## config.mk

```make
export PLATFORM = sky130hd
export DESIGN_NAME = line_follow_pid_drive_top
export DESIGN_NICKNAME = d
export VERILOG_FILES = /design/src/design/lfpd_pkg.sv /design/src/design/line_follow_pid_drive_top.sv /design/src/design/lfpd_cell.sv /design/src/design/lfpd_window.sv
export SDC_FILE = /design/constraint.sdc
export NUM_CORES = 2
export LEC_CHECK = 0
export BUFFER_PORTS_ARGS = -buffer_cell sky130_fd_sc_hd__buf_4
export CAP_MARGIN = 20
export CORE_MARGIN = 1
export CORE_UTILIZATION = 60
export DETAILED_ROUTE_END_ITERATION = 16
export GPL_TIMING_DRIVEN = 1
export PLACE_DENSITY = 0.85
export SETUP_SLACK_MARGIN = 0.1
export SLEW_MARGIN = 10
export SYNTH_ARGS = -nofsm -noshare
export SYNTH_HDL_FRONTEND = slang
export SYNTH_SLANG_ARGS = --single-unit
export TNS_END_PERCENT = 100
```

## constraint.sdc

```tcl
create_clock -name clk -period 8.5 [get_ports clk]
set_input_delay 1.7 -clock clk [delete_from_list [all_inputs] [get_ports clk]]
set_output_delay 1.7 -clock clk [all_outputs]
set_load 0.01 [all_outputs]
```

## src/design/lfpd_pkg.sv

```systemverilog
// shared constants, types and register codes for the line follow pid drive
// no dependencies; every design file imports this package
package lfpd_pkg;

  localparam int WINDOW     = 10;
  localparam int POS_W      = 13;
  localparam int ERR_W      = 15;
  localparam int MAG_W      = 14;
  localparam int DIFF_W     = 16;
  localparam int ESUM_W     = 18;
  localparam int MSUM_W     = 17;
  localparam int DUTY_W     = 8;
  localparam int CFG_IDX_W  = 3;
  localparam int CFG_DATA_W = 16;
  localparam int Q_SHIFT    = 20;

  typedef logic        [POS_W-1:0]  pos_t;
  typedef logic signed [ERR_W-1:0]  err_t;
  typedef logic        [MAG_W-1:0]  mag_t;
  typedef logic signed [DIFF_W-1:0] diff_t;
  typedef logic signed [ESUM_W-1:0] esum_t;
  typedef logic        [MSUM_W-1:0] msum_t;
  typedef logic        [DUTY_W-1:0] duty_t;

  typedef enum logic [CFG_IDX_W-1:0] {
    REG_KP           = 3'd0,
    REG_KD           = 3'd1,
    REG_KI_Q20       = 3'd2,
    REG_BASE_SPEED   = 3'd3,
    REG_TURN_SPEED   = 3'd4,
    REG_SLOW_GAIN    = 3'd5,
    REG_LINE_CENTER  = 3'd6,
    REG_POSITION_MAX = 3'd7
  } cfg_reg_t;

  typedef enum logic [1:0] {
    KIND_TRACK     = 2'd0,
    KIND_SPIN_ZERO = 2'd1,
    KIND_SPIN_FULL = 2'd2
  } kind_t;

  // window state seen by the pid pipeline
  typedef struct packed {
    esum_t esum;
    msum_t msum;
    err_t  prev_err;
  } win_state_t;

endpackage

```

## src/design/line_follow_pid_drive_top.sv

```systemverilog
// line follow pid drive: error window, pid correction, dual motor duty split
// uses lfpd_pkg and lfpd_window (which holds the row of lfpd_cell)
//
//  channel  | ports                                      | direction
//  ---------+--------------------------------------------+----------
//  input    | in_valid, in_ready, in_position            | in
//  result   | out_valid, out_ready, out_*_duty, out_sat. | out
//  config   | cfg_we, cfg_index, cfg_wdata               | in
//
// one transfer in per clock unless a stall holds it, one result per transfer;
// after the accept stage come multiply, scale and clamp, drive mix
// the window shifts at the input transfer, so the next sample may follow at once
// synchronous active-low reset clears the window, sums and config to defaults
// each stage holds while the one after it is full and stalled; bubbles absorb
module line_follow_pid_drive_top (
  input  logic                                 clk,
  input  logic                                 rst_n,
  input  logic                                 in_valid,
  output logic                                 in_ready,
  input  lfpd_pkg::pos_t                       in_position,
  output logic                                 out_valid,
  input  logic                                 out_ready,
  output lfpd_pkg::duty_t                      out_right_rev_duty,
  output lfpd_pkg::duty_t                      out_right_fwd_duty,
  output lfpd_pkg::duty_t                      out_left_rev_duty,
  output lfpd_pkg::duty_t                      out_left_fwd_duty,
  output logic                                 out_saturated,
  input  logic                                 cfg_we,
  input  logic [lfpd_pkg::CFG_IDX_W-1:0]       cfg_index,
  input  logic [lfpd_pkg::CFG_DATA_W-1:0]      cfg_wdata
);
  import lfpd_pkg::*;

  typedef logic signed [27:0] drive_t;

  // config registers
  logic [7:0]  kp_r, kd_r, base_speed_r, turn_speed_r, slow_gain_r;
  logic [15:0] ki_q20_r;
  pos_t        line_center_r, position_max_r;

  always_ff @(posedge clk) begin
    if (!rst_n) begin
      kp_r           <= 8'd7;
      kd_r           <= 8'd40;
      ki_q20_r       <= 16'd1049;
      base_speed_r   <= 8'd200;
      turn_speed_r   <= 8'd230;
      slow_gain_r    <= 8'd0;
      line_center_r  <= 13'd2500;
      position_max_r <= 13'd5000;
    end else if (cfg_we) begin
      unique case (cfg_reg_t'(cfg_index))
        REG_KP:           kp_r           <= cfg_wdata[7:0];
        REG_KD:           kd_r           <= cfg_wdata[7:0];
        REG_KI_Q20:       ki_q20_r       <= cfg_wdata;
        REG_BASE_SPEED:   base_speed_r   <= cfg_wdata[7:0];
        REG_TURN_SPEED:   turn_speed_r   <= cfg_wdata[7:0];
        REG_SLOW_GAIN:    slow_gain_r    <= cfg_wdata[7:0];
        REG_LINE_CENTER:  line_center_r  <= cfg_wdata[POS_W-1:0];
        REG_POSITION_MAX: position_max_r <= cfg_wdata[POS_W-1:0];
        default: ;
      endcase
    end
  end

  // stage handshake
  logic out_valid_r, s1_v_r, s2_v_r, s3_v_r;
  logic out_adv, s3_rdy, s2_rdy, s1_rdy, in_xfer;

  assign out_adv = !out_valid_r || out_ready;
  assign s3_rdy  = !s3_v_r || out_adv;
  assign s2_rdy  = !s2_v_r || s3_rdy;
  assign s1_rdy  = !s1_v_r || s2_rdy;
  assign in_ready = s1_rdy;
  assign in_xfer  = in_valid && s1_rdy;

  always_ff @(posedge clk) begin
    if (!rst_n) begin
      s1_v_r      <= 1'b0;
      s2_v_r      <= 1'b0;
      s3_v_r      <= 1'b0;
      out_valid_r <= 1'b0;
    end else begin
      if (s1_rdy)  s1_v_r      <= in_valid;
      if (s2_rdy)  s2_v_r      <= s1_v_r;
      if (s3_rdy)  s3_v_r      <= s2_v_r;
      if (out_adv) out_valid_r <= s3_v_r;
    end
  end

  // accept stage: classify, error, window shift
  kind_t      kind_in;
  err_t       err_in;
  mag_t       mag_in;
  diff_t      diff_in;
  win_state_t win;
  logic       win_upd;

  always_comb begin
    if (in_position == '0)                 kind_in = KIND_SPIN_ZERO;
    else if (in_position == position_max_r) kind_in = KIND_SPIN_FULL;
    else                                   kind_in = KIND_TRACK;
    err_in  = $signed({2'b00, line_center_r}) - $signed({2'b00, in_position});
    mag_in  = err_in[ERR_W-1] ? mag_t'(-err_in) : mag_t'(err_in);
    diff_in = diff_t'(err_in) - diff_t'(win.prev_err);
  end

  assign win_upd = in_xfer && (kind_in == KIND_TRACK);

  lfpd_window u_window (
    .clk     (clk),
    .rst_n   (rst_n),
    .upd_i   (win_upd),
    .err_i   (err_in),
    .mag_i   (mag_in),
    .state_o (win)
  );

  kind_t s1_kind_r;
  err_t  s1_err_r;
  diff_t s1_diff_r;

  always_ff @(posedge clk) begin
    if (s1_rdy) begin
      s1_kind_r <= kind_in;
      s1_err_r  <= err_in;
      s1_diff_r <= diff_in;
    end
  end

  // multiply stage; the window sums already include the item held in stage 1
  logic signed [23:0] kp_e;
  logic signed [24:0] kd_d;
  logic signed [34:0] ki_s;
  logic        [24:0] slow_p;

  always_comb begin
    kp_e   = $signed({1'b0, kp_r}) * s1_err_r;
    kd_d   = $signed({1'b0, kd_r}) * s1_diff_r;
    ki_s   = $signed({1'b0, ki_q20_r}) * win.esum;
    slow_p = slow_gain_r * win.msum;
  end

  kind_t              s2_kind_r;
  logic signed [23:0] s2_kp_e_r;
  logic signed [24:0] s2_kd_d_r;
  logic signed [34:0] s2_ki_s_r;
  logic        [24:0] s2_slow_r;

  always_ff @(posedge clk) begin
    if (s2_rdy) begin
      s2_kind_r <= s1_kind_r;
      s2_kp_e_r <= kp_e;
      s2_kd_d_r <= kd_d;
      s2_ki_s_r <= ki_s;
      s2_slow_r <= slow_p;
    end
  end

  // scale stage: floor by 2^20 then fix up to truncate toward zero, clamp
  logic signed [25:0] pd;
  logic signed [26:0] q_floor, q_trunc, base_q;
  logic signed [8:0]  p_clamp;

  always_comb begin
    pd      = 26'(s2_kp_e_r) + 26'(s2_kd_d_r);
    q_floor = 27'(pd) + 27'($signed(s2_ki_s_r[34:Q_SHIFT]));
    q_trunc = q_floor + 27'(q_floor[26] && (|s2_ki_s_r[Q_SHIFT-1:0]));
    base_q  = $signed({19'b0, base_speed_r});
    if (q_trunc > base_q)       p_clamp = 9'(base_q);
    else if (q_trunc < -base_q) p_clamp = 9'(-base_q);
    else                        p_clamp = q_trunc[8:0];
  end

  kind_t             s3_kind_r;
  logic signed [8:0] s3_p_r;
  logic       [24:0] s3_slow_r;

  always_ff @(posedge clk) begin
    if (s3_rdy) begin
      s3_kind_r <= s2_kind_r;
      s3_p_r    <= p_clamp;
      s3_slow_r <= s2_slow_r;
    end
  end

  // drive mix stage
  drive_t base_x, slow_x, p_x, turn_x, left_x, right_x;
  logic   sat_left, sat_right;
  logic signed [8:0] left_c, right_c, left_n, right_n;

  always_comb begin
    base_x = $signed({20'b0, base_speed_r});
    turn_x = $signed({20'b0, turn_speed_r});
    slow_x = $signed({3'b0, s3_slow_r});
    p_x    = drive_t'(s3_p_r);
    unique case (s3_kind_r)
      KIND_SPIN_ZERO: begin
        left_x  = -turn_x;
        right_x = turn_x;
      end
      KIND_SPIN_FULL: begin
        left_x  = turn_x;
        right_x = -turn_x;
      end
      KIND_TRACK: begin
        if (s3_p_r > 9'sd0) begin
          left_x  = base_x - slow_x;
          right_x = base_x - p_x - slow_x;
        end else begin
          left_x  = base_x + p_x - slow_x;
          right_x = base_x - slow_x;
        end
      end
      default: begin
        left_x  = '0;
        right_x = '0;
      end
    endcase
    sat_left  = (left_x > 28'sd255) || (left_x < -28'sd255);
    sat_right = (right_x > 28'sd255) || (right_x < -28'sd255);
    if (left_x > 28'sd255)       left_c = 9'sd255;
    else if (left_x < -28'sd255) left_c = -9'sd255;
    else                         left_c = left_x[8:0];
    if (right_x > 28'sd255)       right_c = 9'sd255;
    else if (right_x < -28'sd255) right_c = -9'sd255;
    else                          right_c = right_x[8:0];
    left_n  = -left_c;
    right_n = -right_c;
  end

  duty_t right_rev_r, right_fwd_r, left_rev_r, left_fwd_r;
  logic  sat_out_r;

  always_ff @(posedge clk) begin
    if (out_adv) begin
      right_rev_r <= right_c[8] ? right_n[7:0] : '0;
      right_fwd_r <= right_c[8] ? '0 : right_c[7:0];
      left_rev_r  <= left_c[8] ? left_n[7:0] : '0;
      left_fwd_r  <= left_c[8] ? '0 : left_c[7:0];
      sat_out_r   <= sat_left || sat_right;
    end
  end

  assign out_valid          = out_valid_r;
  assign out_right_rev_duty = right_rev_r;
  assign out_right_fwd_duty = right_fwd_r;
  assign out_left_rev_duty  = left_rev_r;
  assign out_left_fwd_duty  = left_fwd_r;
  assign out_saturated      = sat_out_r;

  // a zero-position spin transfer leaves the window state untouched
  a_spin_keeps_state: assert property (@(posedge clk) disable iff (!rst_n)
    (in_valid && in_ready && in_position == '0) |=> $stable(win))
    else $error("window state changed on a spin transfer");

  // with the result register empty every stage can take data
  a_empty_out_ready: assert property (@(posedge clk) disable iff (!rst_n)
    !out_valid |-> in_ready)
    else $error("input stalled while result register empty");

  // a motor never gets both forward and reverse duty
  a_one_direction: assert property (@(posedge clk) disable iff (!rst_n)
    out_valid |-> ((out_right_rev_duty == '0 || out_right_fwd_duty == '0) &&
                   (out_left_rev_duty == '0 || out_left_fwd_duty == '0)))
    else $error("both directions driven on one motor");

endmodule

```

## src/design/lfpd_cell.sv

```systemverilog
// one window cell: holds one stored error and its magnitude
// passes them to the next cell on every window shift; uses lfpd_pkg
module lfpd_cell (
  input  logic          clk,
  input  logic          rst_n,
  input  logic          shift_i,
  input  lfpd_pkg::err_t err_i,
  input  lfpd_pkg::mag_t mag_i,
  output lfpd_pkg::err_t err_o,
  output lfpd_pkg::mag_t mag_o
);
  import lfpd_pkg::*;

  err_t err_r;
  mag_t mag_r;

  always_ff @(posedge clk) begin
    if (!rst_n) begin
      err_r <= '0;
      mag_r <= '0;
    end else if (shift_i) begin
      err_r <= err_i;
      mag_r <= mag_i;
    end
  end

  assign err_o = err_r;
  assign mag_o = mag_r;

endmodule

```

## src/design/lfpd_window.sv

```systemverilog
// sliding window of errors: a row of lfpd_cell plus the running sums
// and the previous error; uses lfpd_pkg and lfpd_cell
module lfpd_window (
  input  logic                clk,
  input  logic                rst_n,
  input  logic                upd_i,
  input  lfpd_pkg::err_t      err_i,
  input  lfpd_pkg::mag_t      mag_i,
  output lfpd_pkg::win_state_t state_o
);
  import lfpd_pkg::*;

  err_t  err_chain [WINDOW+1];
  mag_t  mag_chain [WINDOW+1];
  esum_t esum_r, esum_nxt;
  msum_t msum_r, msum_nxt;
  err_t  prev_r;

  assign err_chain[0] = err_i;
  assign mag_chain[0] = mag_i;

  for (genvar i = 0; i < WINDOW; i++) begin : g_cell
    lfpd_cell u_cell (
      .clk     (clk),
      .rst_n   (rst_n),
      .shift_i (upd_i),
      .err_i   (err_chain[i]),
      .mag_i   (mag_chain[i]),
      .err_o   (err_chain[i+1]),
      .mag_o   (mag_chain[i+1])
    );
  end

  // the last cell holds the entry that leaves the window on this shift
  assign esum_nxt = esum_r + esum_t'(err_i) - esum_t'(err_chain[WINDOW]);
  assign msum_nxt = msum_r + msum_t'(mag_i) - msum_t'(mag_chain[WINDOW]);

  always_ff @(posedge clk) begin
    if (!rst_n) begin
      esum_r <= '0;
      msum_r <= '0;
      prev_r <= '0;
    end else if (upd_i) begin
      esum_r <= esum_nxt;
      msum_r <= msum_nxt;
      prev_r <= err_i;
    end
  end

  assign state_o = '{esum: esum_r, msum: msum_r, prev_err: prev_r};

endmodule

```

# [After elaboration in Yosys (flattened, before gate mapping)]
# Cells that the tools add are included.
# W data, S select, Z words.
[totals] ff_bits=613 in_bits=37 output_inout_bits=35 elab_cells=131
[op_classes] n_addsub=19 mul=4 magnitude_cmp=7 n_eq_ne=10 mux=13 reduce_logical=27
[ops] op="$pmux W28 S3" n=2
[ops] op="$gt A28 B9 Y1 const B" n=2
[ops] op="$lt A28 B9 Y1 const B" n=2
[ops] op="$mux W28" n=2
[ops] op="$sub A10 B26 Y27" n=2
[ops] op="$mux W9" n=5
[ops] op="$mul A17 B18 Y35" n=1
[ops] op="$neg A8 Y28" n=1
[ops] op="$add A26 B15 Y27" n=1
[ops] op="$add A27 B1 Y27" n=1
[ops] op="$gt A27 B9 Y1" n=1
[ops] op="$lt A27 B27 Y1" n=1
[ops] op="$neg A8 Y27" n=1
[ops] op="$add A24 B25 Y26" n=1
[ops] op="$sub A8 B25 Y26" n=1
[ops] op="$mul A8 B17 Y25" n=1
[ops] op="$mul A9 B16 Y25" n=1
[ops] op="$mul A9 B14 Y23" n=1
[ops] op="$reduce_or A20 Y1" n=1
[ops] op="$add A18 B14 Y18" n=1
[ops] op="$sub A18 B14 Y18" n=1
[ops] op="$add A17 B14 Y17" n=1
[ops] op="$sub A17 B14 Y17" n=1
[ops] op="$neg A8 Y8" n=2
[ops] op="22 further kinds" n=46

# [Logic depth before layout (Yosys ltp)]
[depth] depth_word=8 mapped_depth=36 ltp_nobuf=34

# [Hierarchy]
# A second synthesis with hierarchy kept.
[unflattened] cells_unflattened=6313 area_unflattened_um2=59728.5
[modules_own_cells] mod="line_follow_pid_drive_top" n_inst=1 cells_each=4807 area_each_um2=44058.5 seq_area_each_um2=8057.7
[modules_own_cells] mod="lfpd_cell" n_inst=10 cells_each=93 area_each_um2=1103.6 seq_area_each_um2=580.6
[modules_own_cells] mod="lfpd_window" n_inst=1 cells_each=576 area_each_um2=4634.4 seq_area_each_um2=1001.0

# [Worst setup path after synthesis]
# OpenSTA, ideal clock, no wires.
[synth_path] path_type="flip-flop to flip-flop" from="register s2_ki_s_r[34]" to="register s3_p_r[6], data pin" setup_ns=0.261 arrival_ns=7.266 required_time_ns=8.239 slack_ns=0.974 path_stages_with_launch=31 n_path_buf=2 synth_period_minus_slack_ns=7.526 cell_sequence="edfxtp_1 > fa_1 > ha_1 > clkbuf_1 > a21o_1 > a21oi_1 > o21bai_1 > a21oi_1 > o21bai_1 > o21a_1 > o21a_1 > o21ai_0 > a31oi_1 > a31oi_1 > ha_1 > ha_1 > nor3b_1 > and2_1 > nand3_1 > nor4_2 > nand3_1 > or4_4 > nor4_4 > xor2_2 > inv_1 > ha_1 > nand2_1 > o41a_1 > clkbuf_1 > and3_1 > a221o_1"
[synth_via] elab_chain_cells=6
[synth_rtl] item="from (decl)" line_no="line_follow_pid_drive_top.sv:147" source="logic signed [34:0] s2_ki_s_r;"
[synth_rtl] item="from (signal assigned)" line_no="line_follow_pid_drive_top.sv:155" source="s2_ki_s_r <= ki_s;"
[synth_rtl] item="$add A26 B15 Y27 (*)" line_no="line_follow_pid_drive_top.sv:167" source="q_floor = 27'(pd) + 27'($signed(s2_ki_s_r[34:Q_SHIFT]));"
[synth_rtl] item="$logic_and A1 B1 Y1" line_no="line_follow_pid_drive_top.sv:168" source="q_trunc = q_floor + 27'(q_floor[26] && (|s2_ki_s_r[Q_SHIFT-1:0]));"
[synth_rtl] item="$add A27 B1 Y27 (*)" line_no="line_follow_pid_drive_top.sv:168"
[synth_rtl] item="$lt A27 B27 Y1" line_no="line_follow_pid_drive_top.sv:171" source="else if (q_trunc < -base_q) p_clamp = 9'(-base_q);"
[synth_rtl] item="$mux W9" line_no="line_follow_pid_drive_top.sv:171"
[synth_rtl] item="$mux W8 (*)" line_no="line_follow_pid_drive_top.sv:170" source="if (q_trunc > base_q) p_clamp = 9'(base_q);"
[synth_rtl] item="net p_clamp[6]" line_no="line_follow_pid_drive_top.sv:163" source="logic signed [8:0] p_clamp;"
[synth_rtl] item="to (signal assigned)" line_no="line_follow_pid_drive_top.sv:182" source="s3_p_r <= p_clamp;"
[synth_rtl] item="to (decl)" line_no="line_follow_pid_drive_top.sv:176" source="logic signed [8:0] s3_p_r;"
# Mark *: on every way through the listed nets, which the timed path passes. The rest lies on a longest branch.
# A chain may end at the register's enable or synchronous reset.

# [Worst setup path in the final report]
[layout_path] from="register s2_kp_e_r[11]" to="register s3_p_r[2], data pin"
[layout_via] elab_chain_cells=7
[layout_rtl] item="from (decl)" line_no="line_follow_pid_drive_top.sv:145" source="logic signed [23:0] s2_kp_e_r;"
[layout_rtl] item="from (signal assigned)" line_no="line_follow_pid_drive_top.sv:153" source="s2_kp_e_r <= kp_e;"
[layout_rtl] item="$add A24 B25 Y26 (*)" line_no="line_follow_pid_drive_top.sv:166" source="pd = 26'(s2_kp_e_r) + 26'(s2_kd_d_r);"
[layout_rtl] item="$add A26 B15 Y27 (*)" line_no="line_follow_pid_drive_top.sv:167"
[layout_rtl] item="$logic_and A1 B1 Y1" line_no="line_follow_pid_drive_top.sv:168"
[layout_rtl] item="$add A27 B1 Y27 (*)" line_no="line_follow_pid_drive_top.sv:168"
[layout_rtl] item="$lt A27 B27 Y1" line_no="line_follow_pid_drive_top.sv:171"
[layout_rtl] item="$mux W9" line_no="line_follow_pid_drive_top.sv:171"
[layout_rtl] item="$mux W8 (*)" line_no="line_follow_pid_drive_top.sv:170"
[layout_rtl] item="net p_clamp[2]" line_no="line_follow_pid_drive_top.sv:163"
# Marks and branches as above.

==> results.cfg <==
[status]
status = completed

[setup_path]
path_common_cell = ha_1
crit_buf_inv = 1
worstSetupPathType = reg -> reg
worst_path_largest_cell_delay_ps = 570
startpoint = s2_kp_e_r[11]
cp_max_fo = 6
rr_startpoint = s2_kp_e_r[11]
cp.arrival_ps = 8390
r2r_cells = 29
cp-start-kind = flip-flop
critPathRequiredTime_ps = 8890
cpMaxStageDelayCell = fa_1
worst_r2r_endpoint = s3_p_r[2]
reg2reg_slack_ps = 510
end_kind = flip-flop
critPathTopFamily = compound AO/OA/AOI/OAI gates

[placed_design]
pre_cts_ws_ps = 71.0
dpl.hpwl_um = 111000
place.gp.congestion = 0.967
port_buffers = 71

[cells_and_area]
fin_util_pct = 65.1
multi_input_area_mm2 = 0.0389
nets = 7679
final_layout_size_suffix_gt1_share_pct = 4.98
fillCellCount = 7335
regArea_mm2 = 0.0141
syn2layout_area_growth_pct = 7.42

[hold_path]
min_path_cells = 0
min_to = s3_slow_r[20]
hold_path.startpoint = s2_slow_r[20]
hold_path_class = reg -> reg

[sta]
grt_setup_unrepaired = false
relSlewSlack_pct = 23.4
hold_violations = 0
tns_ps = 0
fin_skew_ps = 36.7
slew_violations = 0
finalSetupViolations = 0
worst_pin_slew_ps = 1140
max_freq_mhz = 125
setup_slack_ps = 506
fin_crit_ps = 7990
fin_crit_sh_pct = 94.0

[drt]
drt_iter0_markers = 4518
num_vias = 45700
drc = 0
drt-vias-per-instance = 5.81
wire_per_inst_um = 18.5
met2_wirelength_um = 67000
highest_layer = met5
dr_wl_met3_um = 12300
wirelength_um = 145000
m1WireLength_um = 60400
ant_nets = 0
drtPass1Iterations = 8

[logic_synthesis]
syn-instance-count = 6598
synth_warnings = 0
synthFlopType = dfxtp_1
syn_avg_cell_area_um2 = 8.72
synth_top_area_share_pct = 22.5
synth_largest_area_cell = fa_1
ys_ff_latch = 601
netlist_top_cells_count = nand2_1, inv_1, fa_1
syn-num-nets = 7740
async_reset_ff_share_pct = 0
ys_seq_area_share_pct = 24.6
syn_area_mm2 = 0.0576
synth_edf_count = 210
synth_cell_types = 99
synth_area_leaders = fa_1, dfxtp_1, edfxtp_1
synthMostInstantiatedCell = nand2_1

[global_routing]
grt_pass1_wl_um = 232000
grt_pass1_vias = 44700
grtUsageTotal_pct = 29.7
antenna_found_initial = 5
grt_overflow = 0
grt_max_degree = 193

[floorplan]
core_mm2 = 0.0950
initial_utilization_pct = 60.6
pin_count = 72
rows = 113
die_height_um = 312
die_w_um = 312
dieArea_mm2 = 0.0972

[clock_tree]
cts_tree = done
cts_hold_buffers = 0
clk_pin_slew_worst_paths_ps = 70
clk_path_buf_depth = 3
root_buffer = clkbuf_16
numCtsBuffers = 66
cts_sinks = 601
clk_latency_ps = 650
cts_max_level = 3

[job]
max-cap-violations = 0
[worst max path at each step]
| stage | end | slack, ps | cells past startpoint |
|---|---|---|---|
| final | s3_p_r[2] | 510 | 29 |
| after global routing | s3_p_r[6] | 130 | 31 |
| after CTS | s3_p_r[6] | 140 | 31 |
| after detailed placement | s3_p_r[6] | 70 | 31 |
| after global placement | s3_p_r[6] | 250 | 31 |
| after floorplan | s3_p_r[6] | 970 | 30 |
[through the flow]
step	instance area (um2)	hold WS, ps	cells
floorplan	57600	400	6598
global placement	59100	401	7721
detailed placement	59100	405	7721
CTS	61600	397	7844
global route	61800	423	7860
finish	61800	396	7861
[layout by cell type, fill, tap and decap left out, types with 11 or more instances in the layout]
cell type | Yosys | routed
nand2_1 | 1191 | 1190
inv_1 | 942 | 941
fa_1 | 647 | 647
a21oi_1 | 516 | 515
ha_1 | 458 | 456
dfxtp_1 | 391 | 391
and2_1 | 353 | 352
nor2_1 | 239 | 238
edfxtp_1 | 210 | 210
xnor2_1 | 175 | 173
o21ai_0 | 140 | 140
buf_4 | 3 | 136
nand3_1 | 100 | 98
nor3_1 | 97 | 97
a21o_1 | 70 | 70
clkbuf_16 | 0 | 68
nor2b_1 | 55 | 55
xor2_1 | 55 | 55
and3_1 | 55 | 54
o21a_1 | 42 | 41
a211oi_1 | 37 | 37
or3_1 | 33 | 33
nand2b_1 | 33 | 33
a31oi_1 | 33 | 32
nor4_1 | 32 | 32
nand4_1 | 31 | 31
o211ai_1 | 29 | 29
a21boi_0 | 25 | 25
mux2i_1 | 24 | 24
o21bai_1 | 22 | 22
o31ai_1 | 17 | 17
or2_2 | 16 | 16
nand3b_1 | 14 | 14
or4_1 | 14 | 14
a211o_1 | 14 | 14
bufinv_16 | 0 | 13
o41ai_1 | 12 | 12
a311oi_1 | 11 | 11
clkbuf_1 | 244 | 11
[registers in the layout, summed over array words and instances, names as in the netlist, 9 cells and up]
name,flops
s2_kd_d_r,25
u_window.g_cell.u_cell.err_o,125
s1_diff_r,15
s3_p_r,9
s1_err_r,14
s2_slow_r,25
ki_q20_r,16
position_max_r,13
u_window.prev_r,13
u_window.msum_r,17
line_center_r,13
u_window.g_cell.u_cell.mag_o,132
u_window.esum_r,18
s2_ki_s_r,35
s2_kp_e_r,23
s3_slow_r,25
[layer usage]
layer | track usage (%) | vias to the layer above
li1 | - | 21400
met1 | 40.2 | 22100
met2 | 48.1 | 1938
met3 | 5.04 | 308
met4 | 10.6 | 2
met5 | 0 | -
[cell type report]
class / instances / share of cell area (%)
clock inverter: 35 / 1.04
tap: 1265 / 2.56
sequential: 601 / 22.9
inverter: 942 / 5.73
multi-input combinational: 4785 / 62.9
clock buffer: 87 / 3.00
antenna: 5 / 0.0202
timing repair buffer: 141 / 1.84
[cells by family (layout without fill, tap and decap cells)]
kind of cell | after synthesis | count (layout) | synth area share (%)
and+or+nand+nor | 2306 | 2306 | 18.7
buffers and inverters | 1212 | 1205 | 7.98
AOI/OAI and AO/OA | 1112 | 1112 | 12.2
adders and majority gates | 1105 | 1105 | 32.5
DFF | 601 | 601 | 24.6
xor gates and xnor gates | 232 | 232 | 3.56
muxes | 30 | 30 | 0.535
other | 0 | 5 | 0
[worst reg2reg max path, delay by kind of cell (launching register included)]
kind,cells,cell delay (ps)
and+or+nand+nor,9,2440
AOI/OAI and AO/OA,13,2770
adders and majority gates,5,1630
buffers and inverters,1,160
xor gates and xnor gates,1,340
DFF,1,410
[repair_timing]
action | CTS | global route
hold endpoints to repair | 0 | 0
pin swaps | 0 | 5
endpoints found under the setup margin | 2 | 9
gates resized for setup | 0 | 10
buffers inserted | 1 | 8
Power is left out: the tool's default activity adds up to more than one toggle a clock period on the data nets, which glitch-free logic cannot reach.
